===== src/sv/saedt_pkg.sv =====
`timescale 1ns / 1ps
`default_nettype none
package saedt_pkg;
	localparam int unsigned TableEntries = 16;
	localparam logic [7:0] FlagsSyn = 8'd2;
	localparam logic [7:0] FlagsSynAck = 8'd18;
	localparam logic [15:0] HoldReset = 16'd300;

	typedef enum logic [1:0] {
		OP_PASS,
		OP_RECORD,
		OP_SCAN
	} op_t;

	typedef struct packed {
		op_t         op;
		logic [31:0] source_ip;
		logic [31:0] dest_ip;
		logic [15:0] source_port;
		logic [15:0] dest_port;
		logic [31:0] now_ms;
	} cmd_t;

	typedef enum logic [1:0] {
		ST_IDLE,
		ST_SCAN,
		ST_DONE
	} bstate_t;
endpackage
`default_nettype wire


===== src/sv/syn_ack_early_drop_tracker.sv =====
// SYN to SYN/ACK early-drop tracker.
// Input channel: in_valid/in_stall with one packet summary per transfer.
// Output channel: out_valid/out_stall, one verdict per packet, in order:
// forward_packet, recorded, table_full.
// Config: cfg_we/cfg_wdata write min_hold_ms (reset 300); write while idle.
// A two-entry queue decouples intake from the table engine.
// Flow: each packet passes through the queue, then the table engine,
// which shows its verdict in ST_DONE; a SYN/ACK first walks all
// TABLE_ENTRIES slots in ST_SCAN, one per cycle. The engine takes a new
// packet only from ST_IDLE, after the last verdict has left ST_DONE.
// Reset clears all slot valid bits and the queue; the verdict is held
// while out_stall is high, and the queue fills then stalls the input.
`timescale 1ns / 1ps
`default_nettype none
module syn_ack_early_drop_tracker #(
	parameter int unsigned TABLE_ENTRIES = saedt_pkg::TableEntries
) (
	input  wire logic        clk,
	input  wire logic        arst_n,
	input  wire logic        cfg_we,
	input  wire logic [15:0] cfg_wdata,
	input  wire logic        in_valid,
	output logic             in_stall,
	input  wire logic        outgoing,
	input  wire logic        is_tcp,
	input  wire logic [7:0]  tcp_flag_bits,
	input  wire logic [31:0] source_ip,
	input  wire logic [31:0] dest_ip,
	input  wire logic [15:0] source_port,
	input  wire logic [15:0] dest_port,
	input  wire logic [31:0] now_ms,
	output logic             out_valid,
	input  wire logic        out_stall,
	output logic             forward_packet,
	output logic             recorded,
	output logic             table_full
);
	import saedt_pkg::*;

	logic [15:0] hold_q;
	logic cmd_valid, cmd_take;
	cmd_t cmd;

	always_ff @(posedge clk or negedge arst_n) begin
		if (!arst_n) begin
			hold_q <= HoldReset;
		end else if (cfg_we) begin
			hold_q <= cfg_wdata;
		end
	end

	saedt_front u_front (
		.clk(clk), .arst_n(arst_n), .in_valid(in_valid), .in_stall(in_stall),
		.outgoing(outgoing), .is_tcp(is_tcp), .tcp_flag_bits(tcp_flag_bits),
		.source_ip(source_ip), .dest_ip(dest_ip), .source_port(source_port),
		.dest_port(dest_port), .now_ms(now_ms),
		.cmd_valid(cmd_valid), .cmd(cmd), .cmd_take(cmd_take)
	);

	saedt_back #(.TABLE_ENTRIES(TABLE_ENTRIES)) u_back (
		.clk(clk), .arst_n(arst_n), .min_hold_ms(hold_q),
		.cmd_valid(cmd_valid), .cmd(cmd), .cmd_take(cmd_take),
		.out_valid(out_valid), .out_stall(out_stall),
		.forward_packet(forward_packet), .recorded(recorded), .table_full(table_full)
	);
endmodule
`default_nettype wire


===== src/sv/saedt_front.sv =====
`timescale 1ns / 1ps
`default_nettype none
module saedt_front (
	input  wire logic           clk,
	input  wire logic           arst_n,
	input  wire logic           in_valid,
	output logic                in_stall,
	input  wire logic           outgoing,
	input  wire logic           is_tcp,
	input  wire logic [7:0]     tcp_flag_bits,
	input  wire logic [31:0]    source_ip,
	input  wire logic [31:0]    dest_ip,
	input  wire logic [15:0]    source_port,
	input  wire logic [15:0]    dest_port,
	input  wire logic [31:0]    now_ms,
	output logic                cmd_valid,
	output saedt_pkg::cmd_t     cmd,
	input  wire logic           cmd_take
);
	import saedt_pkg::*;

	// two-entry queue
	cmd_t q_q [2];
	logic [1:0] cnt_q;
	logic wr_ptr_q, rd_ptr_q;
	cmd_t c;
	logic push, pop;

	always_comb begin
		c.source_ip = source_ip;
		c.dest_ip = dest_ip;
		c.source_port = source_port;
		c.dest_port = dest_port;
		c.now_ms = now_ms;
		if (is_tcp && outgoing && tcp_flag_bits == FlagsSyn) begin
			c.op = OP_RECORD;
		end else if (is_tcp && !outgoing && tcp_flag_bits == FlagsSynAck) begin
			c.op = OP_SCAN;
		end else begin
			c.op = OP_PASS;
		end
	end

	assign in_stall = (cnt_q == 2'd2);
	assign push = in_valid && !in_stall;
	assign cmd_valid = (cnt_q != 2'd0);
	assign cmd = q_q[rd_ptr_q];
	assign pop = cmd_valid && cmd_take;

	always_ff @(posedge clk) begin
		if (push) begin
			q_q[wr_ptr_q] <= c;
		end
	end

	always_ff @(posedge clk or negedge arst_n) begin
		if (!arst_n) begin
			cnt_q <= 2'd0;
			wr_ptr_q <= 1'b0;
			rd_ptr_q <= 1'b0;
		end else begin
			if (push) wr_ptr_q <= !wr_ptr_q;
			if (pop) rd_ptr_q <= !rd_ptr_q;
			cnt_q <= cnt_q + {1'b0, push} - {1'b0, pop};
		end
	end
endmodule
`default_nettype wire


===== src/sv/saedt_back.sv =====
`timescale 1ns / 1ps
`default_nettype none
module saedt_back #(
	parameter int unsigned TABLE_ENTRIES = saedt_pkg::TableEntries
) (
	input  wire logic           clk,
	input  wire logic           arst_n,
	input  wire logic [15:0]    min_hold_ms,
	input  wire logic           cmd_valid,
	input  wire saedt_pkg::cmd_t cmd,
	output logic                cmd_take,
	output logic                out_valid,
	input  wire logic           out_stall,
	output logic                forward_packet,
	output logic                recorded,
	output logic                table_full
);
	import saedt_pkg::*;
	localparam int IW = (TABLE_ENTRIES > 1) ? $clog2(TABLE_ENTRIES) : 1;
	localparam int CW = $clog2(TABLE_ENTRIES + 1);

	logic [TABLE_ENTRIES-1:0] valid_q;
	logic [31:0] rip_q [TABLE_ENTRIES];
	logic [31:0] lip_q [TABLE_ENTRIES];
	logic [15:0] rpt_q [TABLE_ENTRIES];
	logic [15:0] lpt_q [TABLE_ENTRIES];
	logic [31:0] st_q [TABLE_ENTRIES];

	bstate_t state_q, state_d;
	cmd_t cur_q;
	logic [CW-1:0] idx_q;
	logic [IW-1:0] ix;
	logic [31:0] age;
	logic young, hit, free_found;
	logic [IW-1:0] free_ix;

	assign ix = idx_q[IW-1:0];
	assign age = cur_q.now_ms - st_q[ix];
	assign young = age < {16'd0, min_hold_ms};
	assign hit = young && rip_q[ix] == cur_q.source_ip && rpt_q[ix] == cur_q.source_port
		&& lip_q[ix] == cur_q.dest_ip && lpt_q[ix] == cur_q.dest_port;

	always_comb begin
		free_found = 1'b0;
		free_ix = '0;
		for (int i = TABLE_ENTRIES - 1; i >= 0; i--) begin
			if (!valid_q[i]) begin
				free_found = 1'b1;
				free_ix = IW'(i);
			end
		end
	end

	always_comb begin
		state_d = state_q;
		unique case (state_q)
			ST_IDLE: if (cmd_valid) state_d = (cmd.op == OP_SCAN) ? ST_SCAN : ST_DONE;
			ST_SCAN: if (idx_q == CW'(TABLE_ENTRIES - 1)) state_d = ST_DONE;
			ST_DONE: if (!out_stall) state_d = ST_IDLE;
			default: state_d = ST_IDLE;
		endcase
	end

	always_comb begin
		cmd_take = (state_q == ST_IDLE);
		out_valid = (state_q == ST_DONE);
	end

	always_ff @(posedge clk) begin
		if (state_q == ST_IDLE && cmd_valid) begin
			cur_q <= cmd;
			if (cmd.op == OP_RECORD && free_found) begin
				rip_q[free_ix] <= cmd.dest_ip;
				lip_q[free_ix] <= cmd.source_ip;
				rpt_q[free_ix] <= cmd.dest_port;
				lpt_q[free_ix] <= cmd.source_port;
				st_q[free_ix] <= cmd.now_ms;
			end
		end
	end

	always_ff @(posedge clk or negedge arst_n) begin
		if (!arst_n) begin
			state_q <= ST_IDLE;
			valid_q <= '0;
			idx_q <= '0;
			forward_packet <= 1'b1;
			recorded <= 1'b0;
			table_full <= 1'b0;
		end else begin
			state_q <= state_d;
			if (state_q == ST_IDLE && cmd_valid) begin
				idx_q <= '0;
				forward_packet <= 1'b1;
				recorded <= (cmd.op == OP_RECORD) && free_found;
				table_full <= (cmd.op == OP_RECORD) && !free_found;
				if (cmd.op == OP_RECORD && free_found) valid_q[free_ix] <= 1'b1;
			end
			if (state_q == ST_SCAN) begin
				idx_q <= idx_q + 1'b1;
				if (valid_q[ix]) begin
					if (hit) begin
						forward_packet <= 1'b0;
					end
					if (!young) valid_q[ix] <= 1'b0;
				end
			end
		end
	end
endmodule
`default_nettype wire


===== config.mk =====
export PLATFORM = sky130hd
export DESIGN_NAME = syn_ack_early_drop_tracker
export DESIGN_NICKNAME = d
export VERILOG_FILES = /design/src/sv/saedt_pkg.sv /design/src/sv/syn_ack_early_drop_tracker.sv /design/src/sv/saedt_front.sv /design/src/sv/saedt_back.sv
export SDC_FILE = /design/constraint.sdc
export NUM_CORES = 2
export LEC_CHECK = 0
export BUFFER_PORTS_ARGS = -buffer_cell sky130_fd_sc_hd__buf_4
export CAP_MARGIN = 20
export CORE_MARGIN = 2
export CORE_UTILIZATION = 52
export DETAILED_ROUTE_END_ITERATION = 16
export PLACE_DENSITY_LB_ADDON = 0.12
export REMOVE_ABC_BUFFERS = 1
export SYNTH_ARGS = -nofsm -noshare
export SYNTH_HDL_FRONTEND = slang
export SYNTH_SLANG_ARGS = --single-unit

===== constraint.sdc =====
create_clock -name clk -period 35.3 [get_ports clk]
set_input_delay 10.59 -clock clk [delete_from_list [all_inputs] [get_ports clk]]
set_output_delay 10.59 -clock clk [all_outputs]
set_load 0.02 [all_outputs]

==> metrics.md <==
| Metric | Value |
|---|---|
| Number of post-CTS setup repair buffers | `0` |
| Rel. slew slack | `19.9%` |
| Hold Path End | `u_back.recorded$_DFFE_PN0P_` |
| Core Region | `0.186 mm^2` |
| WP data arrival | `1.61 ns` |
| H-tree levels | `5` |
| Crit-path cells | `inv_1 > nand2_1 > inv_1 > buf_4` |
| Achievable Freq | `0.0819 GHz` |
| Pwr Density | `81.2 mW/mm^2` |
| Hold depth | `2` |
| Placer congestion estimate | `0.969` |
| Cell variety after synth | `76` |
| Post-DRT Antenna Nets | `0` |
| R2R Path Start | `u_back.idx_q[1]$_DFFE_PN0P_` |
| Overall Global Routing Usage | `25.4%` |
| Post-Syn Instances | `4627` |
| Final nets | `5178` |
| #FFs+latches synth | `2482` |
| Largest cells by area after synthesis | `edfxtp_1 (75%), mux4_2 (12%), mux2_2 (1.7%)` |
| # IOs | `164` |
| GRT overflow | `0` |
| Syn_area_per_cell | `21.0 um^2` |
| Crit Path Class | `register to output port` |
| Clk pin slew, worst setup/hold paths | `0.06 ns` |
| Crit path buffers/inverters | `3` |
| Lkg Pwr | `34.9 nW` |
| Design area | `0.110 mm^2` |
| Cell Count, Final, Fillers Out | `7631` |
| Min-delay src | `u_back.recorded$_DFFE_PN0P_` |
| Placed insts | `7163` |
| Worst reg2reg path depth | `14` |
| Number of buffers added on ports | `163` |
| Drt total wl | `241 mm` |
| Top cell family by delay on the critical path | `flip-flops` |
| Number of global-route vias before repair | `48800` |
| # DRC | `0` |
| Power Total | `8.92 mW` |
| Area delta synth->final | `13.0%` |
| Worst vdd ir | `0.0584 mV` |
| CP max stage delay | `0.38 ns` |
| Status | `complete, no violations` |
| Dpl hpwl | `139 mm` |
| R2R Path End | `u_back.forward_packet$_DFF_PN1_` |
| Clk sinks | `2482` |
| Hold_ws | `0.500 ns` |
| Clock latency on the worst-skew pair | `0.92 ns` |
| Setup-failing EPs final | `0` |
| CP endpoint kind | `output port` |
| Crit path time final | `12.20 ns` |
| Hold Buf Count CTS | `0` |
| Fillers | `13400` |
| Top cell type by total area after synthesis | `edfxtp_1` |
| Async S/R FF share, synth | `1.85%` |
| Largest net degree at the start of global routing | `99` |
| Slowest CP cell | `dfrtp_1` |
| Die ar. | `0.190 mm^2` |
| R2R setup slack | `27.96 ns` |
| Hold Crit Class | `register to register` |
| Number of DRC markers in iteration 0 | `5250` |
| CTS tree | `built` |
| Root Driver | `clkbuf_16` |
| Total number of vias | `47700` |
| Post-CTS sizing | `0` |
| CTS Buffer Depth | `4` |
| CTS buffer count | `277` |
| Chip Width | `436 um` |
| Final hold violation count | `0` |
| Row count | `158` |
| Clock skew | `0.0488 ns` |
| Final TNS setup | `0 ns` |
| Drt wl/cell | `31.6 um` |
| Crit path max fanout | `3` |
| First-pass GRT wire length | `347 mm` |
| Final worst-path cycle share | `34.6%` |
| Worst EP required | `24.71 ns` |
| Total of max-cap violations | `0` |
| Share of cells above drive strength 1 | `25.7%` |
| Die height | `436 um` |
| Slew Viols, Final | `0` |
| Predominant post-synthesis flop cell | `edfxtp_1` |
| Placed cell areas | `0.101 mm^2` |
| TritonRoute pass-1 iters | `6` |
| CP most frequent cell | `inv_1` |
| Top cell type's share of synthesized area | `75.3%` |
| CP Launch Type | `register` |
| RSZ-0062 raised after global routing | `no` |
| Ys Warns | `0` |
| Initial cell density of the core | `52.4%` |
| # diodes | `0` |
| Register area share after synthesis | `76.5%` |
| Worst-Margin Slew | `1.17 ns` |
| Vias per cell | `6.25` |
| Number of synthesized flops with an enable pin | `2436` |
| Synth Cell Area | `0.0972 mm^2` |
| Initial antenna violation count | `3` |
-- worst reg2reg max path: stages (launching register included) --
cell       delay (ns)
dfrtp_4          0.83
buf_4            0.66
buf_4            0.80
buf_4            0.62
buf_4            0.68
nor2b_2          0.27
buf_4            0.35
a22oi_1          0.23
o21ai_0          0.33
a2111oi_0        0.57
a21oi_1          0.14
or4_1            0.52
a2111oi_2        0.33
nand4_1          0.47
o32a_1           0.48
-- synth_stat cells, types with 22 or more instances --
library cell	n
edfxtp_1	2436
mux4_2	517
mux2i_1	159
mux2_2	147
nand2_1	139
inv_1	115
o21ai_0	105
nor2_1	85
clkbuf_1	80
a21oi_1	76
xnor2_1	70
buf_2	61
ha_1	55
dfrtp_1	41
a22oi_1	39
nand3_1	37
o22ai_1	36
a221oi_1	29
nand4_1	25
nor3_1	24
xor2_1	22
-- area by class of cell --
cell class / instances / area (um^2) / share of cell area, %
sequential: 2482 / 74300 / 67.7
multi-input combinational: 1826 / 21500 / 19.5
clock buffer: 354 / 7470 / 6.80
tap: 2480 / 3100 / 2.83
timing repair buffer: 260 / 2100 / 1.91
clock inverter: 113 / 907 / 0.826
inverter: 116 / 452 / 0.411
-- power by group --
group / switching (mW) / internal (mW) / total, mW / leakage [nW]
combinational: 1.46 / 0.799 / 2.26 / 8.17
sequential: 0.159 / 3.82 / 3.97 / 22.6
clock: 1.10 / 1.59 / 2.69 / 4.09
total: 2.72 / 6.20 / 8.92 / 34.9
-- layer usage --
metal  vias up  share of wire, %  track usage [%]
li1      19900                 -                -
met1     25700                41             35.3
met2      1712                50             42.0
met3       414               5.9             3.53
met4         2               3.0             7.94
met5         -            0.0054                0
-- flip-flops by register name (all words and copies together) (netlist names) --
register	count
u_back.lip_q	512
u_back.recorded	1
u_back.lpt_q	256
u_back.state_q	2
u_back.st_q	512
u_back.cur_q	128
hold_q	16
u_front.cnt_q	2
u_back.rip_q	512
u_back.idx_q	5
u_front.rd_ptr_q	1
u_back.rpt_q	256
u_back.table_full	1
u_back.valid_q	16
u_back.forward_packet	1
u_front.wr_ptr_q	1
u_front.q_q	260
-- worst max-delay path by stage --
stage / startpoint / to / cells past startpoint
CTS: u_front.cnt_q[0]$_DFF_PN0_ / in_stall / 4
global route: u_front.cnt_q[0]$_DFF_PN0_ / in_stall / 4
detailed placement: in_valid / u_front.q_q[0][120]$_DFFE_PP_ / 5
finish: u_front.cnt_q[0]$_DFF_PN0_ / in_stall / 4
floorplan: u_back.idx_q[0]$_DFFE_PN0P_ / u_back.forward_packet$_DFF_PN1_ / 9
global placement: in_valid / u_front.q_q[0][109]$_DFFE_PP_ / 5
-- cell families (layout without fill, tap and decap cells) --
logic type	after synthesis	in the layout	synth area share (%)
buffers and inverters	319	843	1.58
AO/OA/AOI/OAI	451	451	3.12
XOR/XNOR	92	92	0.829
multiplexers	823	823	15.3
flip-flops	2482	2482	76.5
adder cells (fa/ha/maj)	56	56	0.729
AND/OR/NAND/NOR	404	404	1.98
-- layout by cell type (no fill, tap or decap), types with 70 or more instances in the layout --
cell type / netlist / routed
a21oi_1: 76 / 76
buf_4: 21 / 247
clkbuf_16: 0 / 286
edfxtp_1: 2436 / 2436
inv_1: 115 / 111
mux2_2: 147 / 147
mux2i_1: 159 / 159
mux4_2: 517 / 517
nand2_1: 139 / 139
nor2_1: 85 / 74
o21ai_0: 105 / 105
xnor2_1: 70 / 70
-- per-stage QoR --
| stage | utilization [%] | setup WS (ns) |
|---|---|---|
| finish | 59.2 | 23.10 |
| global placement | 54.6 | 22.70 |
| detailed placement | 54.6 | 22.63 |
| global route | 59.2 | 22.99 |
| CTS | 59.2 | 23.03 |
| floorplan | - | 9.27 |
No activity file was read; power rests on OpenSTA's default activity.
